--- src/sv/pcbp_pkg.sv ---
// ----------------------------------------------------------------------------
// pcbp_pkg
// Shared types and constants of the prefix-code bit packer.
// ----------------------------------------------------------------------------
package pcbp_pkg;

  localparam int VAL_W  = 32;                // code value bits in the table
  localparam int LEN_W  = 6;                 // code length field, 0 to 32
  localparam int PEND_W = 7;                 // bits that never make a byte
  localparam int ACC_W  = PEND_W + VAL_W;    // pending bits plus one code
  localparam int CNT_W  = 6;                 // holds 0 to ACC_W
  localparam int BYTE_W = 8;
  localparam int MODE_W = 2;

  localparam logic [MODE_W-1:0] MODE_LOAD   = 2'd0;
  localparam logic [MODE_W-1:0] MODE_ENCODE = 2'd1;
  localparam logic [MODE_W-1:0] MODE_FLUSH  = 2'd2;

  typedef struct packed {
    logic [VAL_W-1:0] value;
    logic [LEN_W-1:0] length;
  } entry_t;

  // lookup stage to packer
  typedef struct packed {
    logic valid;
    logic flush;
  } lookup_t;

endpackage

--- src/sv/pcbp_packer.sv ---
// ----------------------------------------------------------------------------
// pcbp_packer
// Bit accumulator: appends a code or flush padding, then hands out whole
// bytes one per cycle into the output register while the output is not stalled.
// ----------------------------------------------------------------------------
module pcbp_packer (
  input  logic                         clk,
  input  logic                         rst_n,
  input  pcbp_pkg::lookup_t            lkp,
  input  pcbp_pkg::entry_t             entry,
  output logic                         take,
  output logic                         out_tvalid,
  input  logic                         out_tready,
  output logic [pcbp_pkg::BYTE_W-1:0]  out_byte,
  output logic                         out_last
);

  logic [pcbp_pkg::ACC_W-1:0]  acc_r, acc_nxt;
  logic [pcbp_pkg::CNT_W-1:0]  cnt_r, cnt_nxt;
  logic                        ov_r, ov_nxt;
  logic [pcbp_pkg::BYTE_W-1:0] byte_r, byte_nxt;
  logic                        last_r, last_nxt;

  logic                         emit_fire;
  logic [pcbp_pkg::CNT_W-1:0]   base_cnt;
  logic [pcbp_pkg::PEND_W-1:0]  pend;
  logic [pcbp_pkg::LEN_W-1:0]   len_enc;
  logic [pcbp_pkg::LEN_W-1:0]   app_len;
  logic [pcbp_pkg::VAL_W:0]     val_mask;
  logic [pcbp_pkg::VAL_W-1:0]   app_val;
  logic [pcbp_pkg::ACC_W-1:0]   new_acc;
  logic [pcbp_pkg::ACC_W-1:0]   emit_acc;

  always_comb begin
    emit_fire = (cnt_r >= pcbp_pkg::CNT_W'(8)) && (!ov_r || out_tready);
    base_cnt  = emit_fire ? (cnt_r - pcbp_pkg::CNT_W'(8)) : cnt_r;
    take      = lkp.valid && (base_cnt < pcbp_pkg::CNT_W'(8));

    // bits still pending after this cycle's byte leaves
    pend = acc_r[pcbp_pkg::PEND_W-1:0]
         & ((pcbp_pkg::PEND_W'(1) << base_cnt[2:0]) - pcbp_pkg::PEND_W'(1));

    len_enc = (entry.length > pcbp_pkg::LEN_W'(pcbp_pkg::VAL_W))
              ? pcbp_pkg::LEN_W'(pcbp_pkg::VAL_W) : entry.length;
    // flush pads with zeros up to exactly one byte
    app_len  = lkp.flush ? (pcbp_pkg::LEN_W'(8) - {3'b000, base_cnt[2:0]}) : len_enc;
    val_mask = ((pcbp_pkg::VAL_W+1)'(1) << app_len) - (pcbp_pkg::VAL_W+1)'(1);
    app_val  = lkp.flush ? '0 : (entry.value & val_mask[pcbp_pkg::VAL_W-1:0]);
    new_acc  = ({{pcbp_pkg::VAL_W{1'b0}}, pend} << app_len)
             | {{pcbp_pkg::PEND_W{1'b0}}, app_val};

    emit_acc = acc_r >> (cnt_r - pcbp_pkg::CNT_W'(8));

    acc_nxt = acc_r;
    cnt_nxt = cnt_r;
    if (take) begin
      acc_nxt = new_acc;
      cnt_nxt = {3'b000, base_cnt[2:0]} + pcbp_pkg::CNT_W'(app_len);
    end else if (emit_fire) begin
      cnt_nxt = base_cnt;
    end

    ov_nxt   = ov_r;
    byte_nxt = byte_r;
    last_nxt = last_r;
    if (emit_fire) begin
      ov_nxt   = 1'b1;
      byte_nxt = emit_acc[pcbp_pkg::BYTE_W-1:0];
      last_nxt = (cnt_r < pcbp_pkg::CNT_W'(16));
    end else if (out_tready) begin
      ov_nxt = 1'b0;
    end
  end

  always_ff @(posedge clk) begin
    if (!rst_n) begin
      cnt_r <= '0;
      ov_r  <= 1'b0;
    end else begin
      cnt_r <= cnt_nxt;
      ov_r  <= ov_nxt;
    end
  end

  always_ff @(posedge clk) begin
    acc_r  <= acc_nxt;
    byte_r <= byte_nxt;
    last_r <= last_nxt;
  end

  assign out_tvalid = ov_r;
  assign out_byte   = byte_r;
  assign out_last   = last_r;

endmodule

--- config.mk ---
export PLATFORM = sky130hd
export DESIGN_NAME = pcbp_packer
export DESIGN_NICKNAME = d
export VERILOG_FILES = /design/src/sv/pcbp_pkg.sv /design/src/sv/pcbp_packer.sv
export SDC_FILE = /design/constraint.sdc
export NUM_CORES = 1
export LEC_CHECK = 0
export BUFFER_PORTS_ARGS = -buffer_cell sky130_fd_sc_hd__clkbuf_2
export CORE_ASPECT_RATIO = 1.4
export CORE_UTILIZATION = 34
export CTS_BUF_LIST = sky130_fd_sc_hd__clkbuf_4
export CTS_CLUSTER_SIZE = 20
export DETAILED_ROUTE_END_ITERATION = 16
export PLACE_DENSITY = 0.53
export SLEW_MARGIN = 20
export SYNTH_ARGS = -nofsm -noshare
export SYNTH_HDL_FRONTEND = slang
export SYNTH_SLANG_ARGS = --single-unit
--- constraint.sdc ---
create_clock -name clk -period 10.5 [get_ports clk]
set_input_delay 1.05 -clock clk [delete_from_list [all_inputs] [get_ports clk]]
set_output_delay 1.05 -clock clk [all_outputs]
set_load 0.01 [all_outputs]
; ---- Word-level counts from Yosys, hierarchy flattened
; Index checks and enable logic that the tools add are counted.
; W data, S select, Z words.
[classes]
addsub = 5
order_cmp = 4
shifts = 4
muxes = 8
bitwise_logic = 3
n_reduce_logical = 6
[ops]
columns = operator, n
row1 = $or A39 B32 Y39, 1
row2 = $shl A7 B6 Y39, 1
row3 = $shr A39 B6 Y8, 1
row4 = $and A32 B32 Y32, 1
row5 = $mux W32, 1
row6 = $shl A1 B6 Y32 const A, 1
row7 = $sub A32 B2 Y32 const B, 1
row8 = $mux W6, 5
row9 = $and A7 B7 Y7, 1
row10 = $shl A1 B3 Y7 const A, 1
row11 = $sub A7 B1 Y7 const B, 1
row12 = $add A3 B6 Y6, 1
row13 = $ge A6 B4 Y1 const B, 1
row14 = $gt A6 B6 Y1 const B, 1
row15 = $lt A6 B4 Y1 const B, 1
row16 = $lt A6 B5 Y1 const B, 1
row17 = $sub A6 B4 Y6 const B, 1
row18 = $sub A4 B3 Y5 const A, 1
row19 = $reduce_bool A2 Y1, 2
row20 = $logic_and A1 B1 Y1, 2
row21 = $mux W1, 2
row22 = $logic_not A1 Y1, 1
row23 = $logic_or A1 B1 Y1, 1
[word_totals]
register_bits = 55
inputBits = 43
out_inout_bits = 11

; ---- Depth between registers and ports, before layout
; Gate-level depths: netlist (run 1).
[logic_depth]
word_depth = 11
ltp_mapped = 16
depth_no_buf = 12

; ---- Worst setup path after synthesis (run 1)
; OpenSTA, ideal clock, no wires.
[synth_path]
path_type = register to output
startpoint = register cnt_r[3] in the netlist's numbering
endpoint = output take
t_arrival_ns = 2.722
slack_ns = 6.728
path_stages_with_launch = 9
path_buffers = 2
cell_sequence = dfxtp_1 buf_4 clkinv_1 ha_1 clkbuf_1 nand2_1 nor2_1 o311ai_0 inv_1
[synth_via]
elab_chain_cells = 5
[synth_rtl]
columns = element, line_no
row1 = start: declaration, pcbp_packer.sv:19  ; logic [pcbp_pkg::CNT_W-1:0] cnt_r, cnt_nxt;
row2 = start signal: assignment, pcbp_packer.sv:80  ; cnt_r <= cnt_nxt;
row3 = $ge A6 B4 Y1, pcbp_packer.sv:35  ; emit_fire = (cnt_r >= pcbp_pkg::CNT_W'(8)) && (!ov_r || out_tready);
row4 = $logic_and A1 B1 Y1, pcbp_packer.sv:35
row5 = $mux W6 *, pcbp_packer.sv:36  ; base_cnt = emit_fire ? (cnt_r - pcbp_pkg::CNT_W'(8)) : cnt_r;
row6 = $lt A6 B4 Y1 *, pcbp_packer.sv:37  ; take = lkp.valid && (base_cnt < pcbp_pkg::CNT_W'(8));
row7 = $logic_and A1 B1 Y1 *, pcbp_packer.sv:37
row8 = end: declaration, pcbp_packer.sv:11  ; output logic take,
; Every way passes the cells marked *; elsewhere a longest branch is shown, timed or not.

; ---- Worst setup path after layout (run 1)
; Ends and elaborated chain as after synthesis.

==> results.sh, run 1 <==
export IMPL_syn_inst=649
export IMPL_grt_usage_pct=25.9
export IMPL_dp_hpwl_um=16400
export IMPL_p_total_w=0.00170
export IMPL_final_layout_size_suffix_gt1_share_pct=18.8
export IMPL_crit_family="buffers and inverters"
export IMPL_stdcell_count=872
export IMPL_ys_types=81
export IMPL_endpoint_kind="output pin"
export IMPL_period_share_pct=50.0
export IMPL_muxShareOfSynthArea_pct=14.5
export IMPL_p_sw_share_pct=50.5
export IMPL_rows=54
export IMPL_cell_internal_pwr_w=0.000840
export IMPL_clock_latency_ns=0.41
export IMPL_core_mm2=0.0157
export IMPL_crit_path_max_incr_delay_ns=0.85
export IMPL_cts_sinks=55
export IMPL_fmax_mhz=190
export IMPL_setup_tns_ns=0
export IMPL_hold_buffers=0
export IMPL_totalWireLength_um=21000
export IMPL_ir_drop_mv=0.109
export IMPL_cellLeakagePower_nw=2.18
export IMPL_slew_violations=0
export IMPL_drc=0
export IMPL_synth_compound_area_share_pct=25.9
export IMPL_ant_nets=0
export IMPL_grt_pass1_wl_um=32200
export IMPL_cts_buffer_depth=2
export IMPL_cts_tree="done"
export IMPL_first_pass_iters=5
export IMPL_worstPathCellList="buf_4 > clkinv_1 > ha_1 > xor2_1 > nor2_1 > o311ai_0 > inv_1 > buf_4 > clkbuf_2"
export IMPL_die_h_um=153
export IMPL_slew_headroom_pct=32.8
export IMPL_crit_path_top_delay_cell="o311ai_0"
export IMPL_overflow=0
export IMPL_rsz0062_at_grt="false"
export IMPL_synth_xor_area_share_pct=2.70
export IMPL_io_pin_count=54
export IMPL_synthSimpleGateAreaFrac_pct=19.6
export IMPL_area_delta_synth_final_pct=8.14
export IMPL_synth_area_mm2=0.00551
export IMPL_synth_avg_cell_area_um2=8.48
export IMPL_finalClockSkew_ns=0.0314
export IMPL_syn_nets=705
export IMPL_synth_fa_ha_area_share_pct=3.09
export IMPL_placed_cells=863
export IMPL_tightest_slew_ns=0.995
export IMPL_cts_root_buf="clkbuf_4"
export IMPL_dieArea_mm2=0.0167
export IMPL_dp_slack_ns=5.70
export IMPL_rrSetupSlack_ns=5.58
export IMPL_synthTopCellsByArea="edfxtp_1 26%, mux2i_1 6.9%, nand2_1 5.5%"
export IMPL_wire_per_inst_um=24.1
export IMPL_postCtsResizedCells=0
export IMPL_criticalPathCategory="register to output pin"
export IMPL_cts_made_buffers=5
export IMPL_grt_pass1_vias=5542
export IMPL_hold_worst_slack_ns=0.606
export IMPL_seq_power_share_pct=24.9
export IMPL_synth_top_family_by_area="compound AO/OA/AOI/OAI gates"
export IMPL_portBuffers=53
export IMPL_cts_clk_slew_worst_paths_ns=0.17
export IMPL_drv_cap=0
export IMPL_cp_required_ns=9.45
export IMPL_synth_top_cell_area_share_pct=26.2
export IMPL_yosysWarnings=0
export IMPL_critPathMaxFanout=44
export IMPL_hold_viol=0
export IMPL_antenna_found_initial=1
export IMPL_path_common_cell="buf_4"
export IMPL_min_period_ns=5.25
export IMPL_synth_seq_cells=55
export IMPL_async_reset_ff_share_pct=0
export IMPL_ys_flop_type="edfxtp_1"
export IMPL_synth_seq_area_share_pct=28.7
export IMPL_setup_viol=0
export IMPL_cts_setup_buffers=0
export IMPL_place_congestion=0.986
export IMPL_nets=730
export IMPL_yosys_area_top_type="edfxtp_1"
export IMPL_hold_class="register to register"
export IMPL_grt_start_max_net_pins=56
export IMPL_status="completed"
export IMPL_combPwrFrac_pct=67.5
export IMPL_via_per_inst=6.28
export IMPL_die_x_um=110
export IMPL_start_util_pct=35.1
export IMPL_crit_arrival_ns=4.20
export IMPL_drt_iter0_drc=468
export IMPL_path_buf_inv=5
export IMPL_setup_ws_ns=5.25
export IMPL_htreeDepth=2
export IMPL_synth_edf_count=48
export IMPL_power_density_mw_per_mm2=285
export IMPL_netSwitchingPower_w=0.000856
export IMPL_p_clk_share_pct=7.6
export IMPL_worstSetupStartpointType="register"
export IMPL_num_vias=5477
[synthesized netlist by cell type, types with 4 or more instances]
library cell  number
o221ai_1           8
nor3_1            10
a31o_2             4
edfxtp_1          48
buf_6              4
a21oi_1           38
nand3_1           20
mux4_2            10
o21ai_0           42
buf_1              5
nand2b_1           4
nor2_1            68
nor2b_1            8
a22oi_1            4
and2_1            11
nor4b_1            4
a31oi_1           10
o32ai_1           10
a211oi_1           8
nand2_1           80
inv_2              4
buf_2             13
mux2_2            17
mux2i_1           38
ha_1              12
o211ai_1           6
o22ai_1           17
nand4_1            4
clkbuf_1          20
xnor2_1            8
dfxtp_1            7
inv_1             17
xor2_1             9
[area by class of cell]
cell class	instances	area, µm²
sequential	55	1580
multi-input combinational	527	3620
inverter	23	86.3
tap	196	245
antenna	1	2.50
clock buffer	5	37.5
clock inverter	3	47.5
timing repair buffer	62	333
fill	1680	9720
[per-stage QoR]
stage | utilization (%) | instance area [µm²]
after floorplan | - | 5510
after global placement | 37.4 | 5870
after detailed placement | 37.4 | 5870
after CTS | 38.0 | 5950
after global routing | 38.0 | 5950
final | 38.0 | 5950
[metal layers]
metal | global-route usage (%) | routed length [µm]
met1 | 29.1 | 7840
met2 | 45.2 | 10600
met3 | 2.87 | 1120
met4 | 16.9 | 1470
met5 | 0 | 0
[registers in the layout (all words and copies together) (netlist names)]
name	count
acc_r	39
cnt_r	6
out_byte	8
out_last	1
out_tvalid	1
[final timing paths]
path / startpoint / to / cells after the start
worst min-delay path: cnt_r[4]$_SDFFE_PN0N_ / out_last$_DFFE_PP_ / 1
worst max-delay path: cnt_r[3]$_SDFFE_PN0N_ / take / 9
worst max register to register: cnt_r[0]$_SDFFE_PN0P_ / acc_r[7]$_DFFE_PP_ / 10
worst min register to register: cnt_r[4]$_SDFFE_PN0N_ / out_last$_DFFE_PP_ / 1
[cells by family after synthesis]
family | count (synthesis)
buffers and inverters | 67
DFF | 55
and+or+nand+nor | 230
AOI/OAI and AO/OA | 202
adders and majority gates | 13
xor gates and xnor gates | 17
muxes | 65
[power groups by stage]
stage | Clock [W] | Combinational [W] | Sequential (W)
finish | 0.000129 | 0.00114 | 0.000422
CTS | 0.000133 | 0.00113 | 0.000424
global route | 0.000139 | 0.00123 | 0.000433
global placement | 0 | 0.00111 | 0.000426
detailed placement | 0 | 0.00112 | 0.000430
floorplan | 0 | 0.000811 | 0.000417
[cell usage in the layout (no fill, tap or decap), types with 9 or more instances in the layout]
cell type  Yosys  final
buf_4          2      9
ha_1          12     12
o21ai_0       42     42
xor2_1         9      9
inv_1         17     17
edfxtp_1      48     48
a21oi_1       38     38
mux2_2        17     17
mux2i_1       38     38
nor3_1        10     10
a31oi_1       10     10
nor2_1        68     68
o22ai_1       17     17
o32ai_1       10     10
and2_1        11     11
nand2_1       80     80
mux4_2        10     10
nand3_1       20     20
clkbuf_2       0     53
No activity file was read; power rests on OpenSTA's default activity.
==> run 2, diff against run 1 <==
Clock period 10.5 ns to 5.2 ns, I/O delays scaled along.
==> results.sh, run 2 (same netlist as run 1, synthesis figures left out) <==
export IMPL_dp_hpwl_um=16500
export IMPL_cts_clk_slew_worst_paths_ns=0.18
export IMPL_die_h_um=153
export IMPL_cellLeakagePower_nw=2.19
export IMPL_postCtsResizedCells=0
export IMPL_drv_cap=0
export IMPL_worstPathCellList="buf_4 > clkinv_1 > ha_1 > nand2_1 > nor2_1 > o311ai_0 > buf_4 > inv_1 > clkbuf_2"
export IMPL_grt_util_met3_pct=2.14
export IMPL_final_common_cell="nand2_1"
export IMPL_fmax_mhz=240
export IMPL_power_density_mw_per_mm2=572
export IMPL_dpl_cell_area_mm2=0.00590
export IMPL_portBuffers=53
export IMPL_drt_iter0_drc=469
export IMPL_cts_setup_buffers=0
export IMPL_dp_slack_ns=1.40
export IMPL_ant_nets=0
export IMPL_first_pass_iters=5
export IMPL_hold_buffers=0
export IMPL_nets=734
export IMPL_num_vias=5495
export IMPL_finalClockSkew_ns=0.0165
export IMPL_grt_pass1_vias=5475
export IMPL_place_congestion=1.04
export IMPL_hold_worst_slack_ns=0.383
export IMPL_path_buf_inv=5
export IMPL_met2_usage_pct=44.8
export IMPL_period_share_pct=80.1
export IMPL_criticalPathCategory="register to output pin"
export IMPL_cts_tree="done"
export IMPL_grt_pass1_wl_um=32200
export IMPL_cts_sinks=55
export IMPL_grt_start_max_net_pins=55
export IMPL_rrSetupSlack_ns=1.30
export IMPL_tightest_slew_ns=0.926
export IMPL_slew_headroom_pct=38.3
export IMPL_crit_arrival_ns=3.65
export IMPL_setup_viol=0
export IMPL_endpoint_kind="output pin"
export IMPL_hold_class="input pin to register"
export IMPL_crit_path_max_incr_delay_ns=0.77
export IMPL_final_core_util_pct=38.1
export IMPL_grt_busiest_layer="met2"
export IMPL_worstSetupStartpointType="register"
export IMPL_antenna_found_initial=1
export IMPL_largest_register_ffs=39
export IMPL_top_register="acc_r"
export IMPL_die_x_um=110
export IMPL_overflow=0
export IMPL_clock_latency_ns=0.41
export IMPL_nFillCells=1663
export IMPL_cp_required_ns=4.68
export IMPL_crit_family="buffers and inverters"
export IMPL_critPathMaxFanout=34
export IMPL_cts_root_buf="clkbuf_4"
export IMPL_totalWireLength_um=21100
export IMPL_min_period_ns=4.17
export IMPL_drc=0
export IMPL_wire_per_inst_um=24.1
export IMPL_final_layout_size_suffix_gt1_share_pct=19.3
export IMPL_setup_ws_ns=1.03
export IMPL_io_pin_count=54
export IMPL_grt_usage_pct=25.8
export IMPL_hold_viol=0
export IMPL_rsz0062_at_grt="false"
export IMPL_start_util_pct=35.1
export IMPL_via_per_inst=6.27
export IMPL_setup_tns_ns=0
export IMPL_area_delta_synth_final_pct=8.34
export IMPL_status="completed"
export IMPL_slew_violations=0
export IMPL_path_common_cell="buf_4"
export IMPL_core_mm2=0.0157
export IMPL_cts_buffer_depth=2
export IMPL_htreeDepth=2
export IMPL_cts_made_buffers=5
export IMPL_final_cell_mix="80 x nand2_1, 68 x nor2_1, 53 x clkbuf_2"
export IMPL_ir_drop_mv=0.186
export IMPL_crit_path_top_delay_cell="ha_1"
export IMPL_final_area_mm2=0.00596
export IMPL_grt_met1_usage_pct=29.8
export IMPL_dieArea_mm2=0.0167
export IMPL_rows=54
==> run 2: cell count changes in the layout (fill, tap and decap cells not counted), sizes merged <==
cell / delta
buf: +4
bufinv: -1
clkinv: +1
==> run 2: layer usage <==
layer,wire (µm),up-vias
li1,-,2522
met1,7870,2617
met2,10600,288
met3,1250,68
met4,1380,0
met5,0,-
==> run 2: stage by stage <==
step	power, W	instances
floorplan	0.00248	649
global placement	0.00314	867
detailed placement	0.00315	867
CTS	0.00337	875
global route	0.00362	876
finish	0.00341	876
==> run 2: power breakdown <==
| group | switching (W) | internal [W] | total [W] | leakage [nW] |
|---|---|---|---|---|
| clock | 0.000164 | 0.0000583 | 0.000222 | 0.0373 |
| combinational | 0.00147 | 0.000869 | 0.00234 | 1.63 |
| sequential | 0.000114 | 0.000742 | 0.000856 | 0.525 |
==> run 2: layout make-up <==
class	count	area, µm²	area share (%)
Antenna cell	1	2.50	0.0420
Clock buffer	5	37.5	0.629
Clock inverter	3	28.8	0.482
Inverter	23	86.3	1.45
Multi-Input combinational cell	527	3620	60.7
Sequential cell	55	1580	26.5
Tap cell	196	245	4.11
Timing Repair Buffer	66	363	6.08
==> run 2: final timing paths <==
path                                               to             startpoint  cells past startpoint
worst max register to register    acc_r[11]$_DFFE_PP_  cnt_r[2]$_SDFFE_PN0P_                     11
worst max-delay path                             take  cnt_r[3]$_SDFFE_PN0N_                      9
worst min-delay path            cnt_r[1]$_SDFFE_PN0P_                  rst_n                      2
worst min register to register     out_last$_DFFE_PP_  cnt_r[4]$_SDFFE_PN0N_                      1
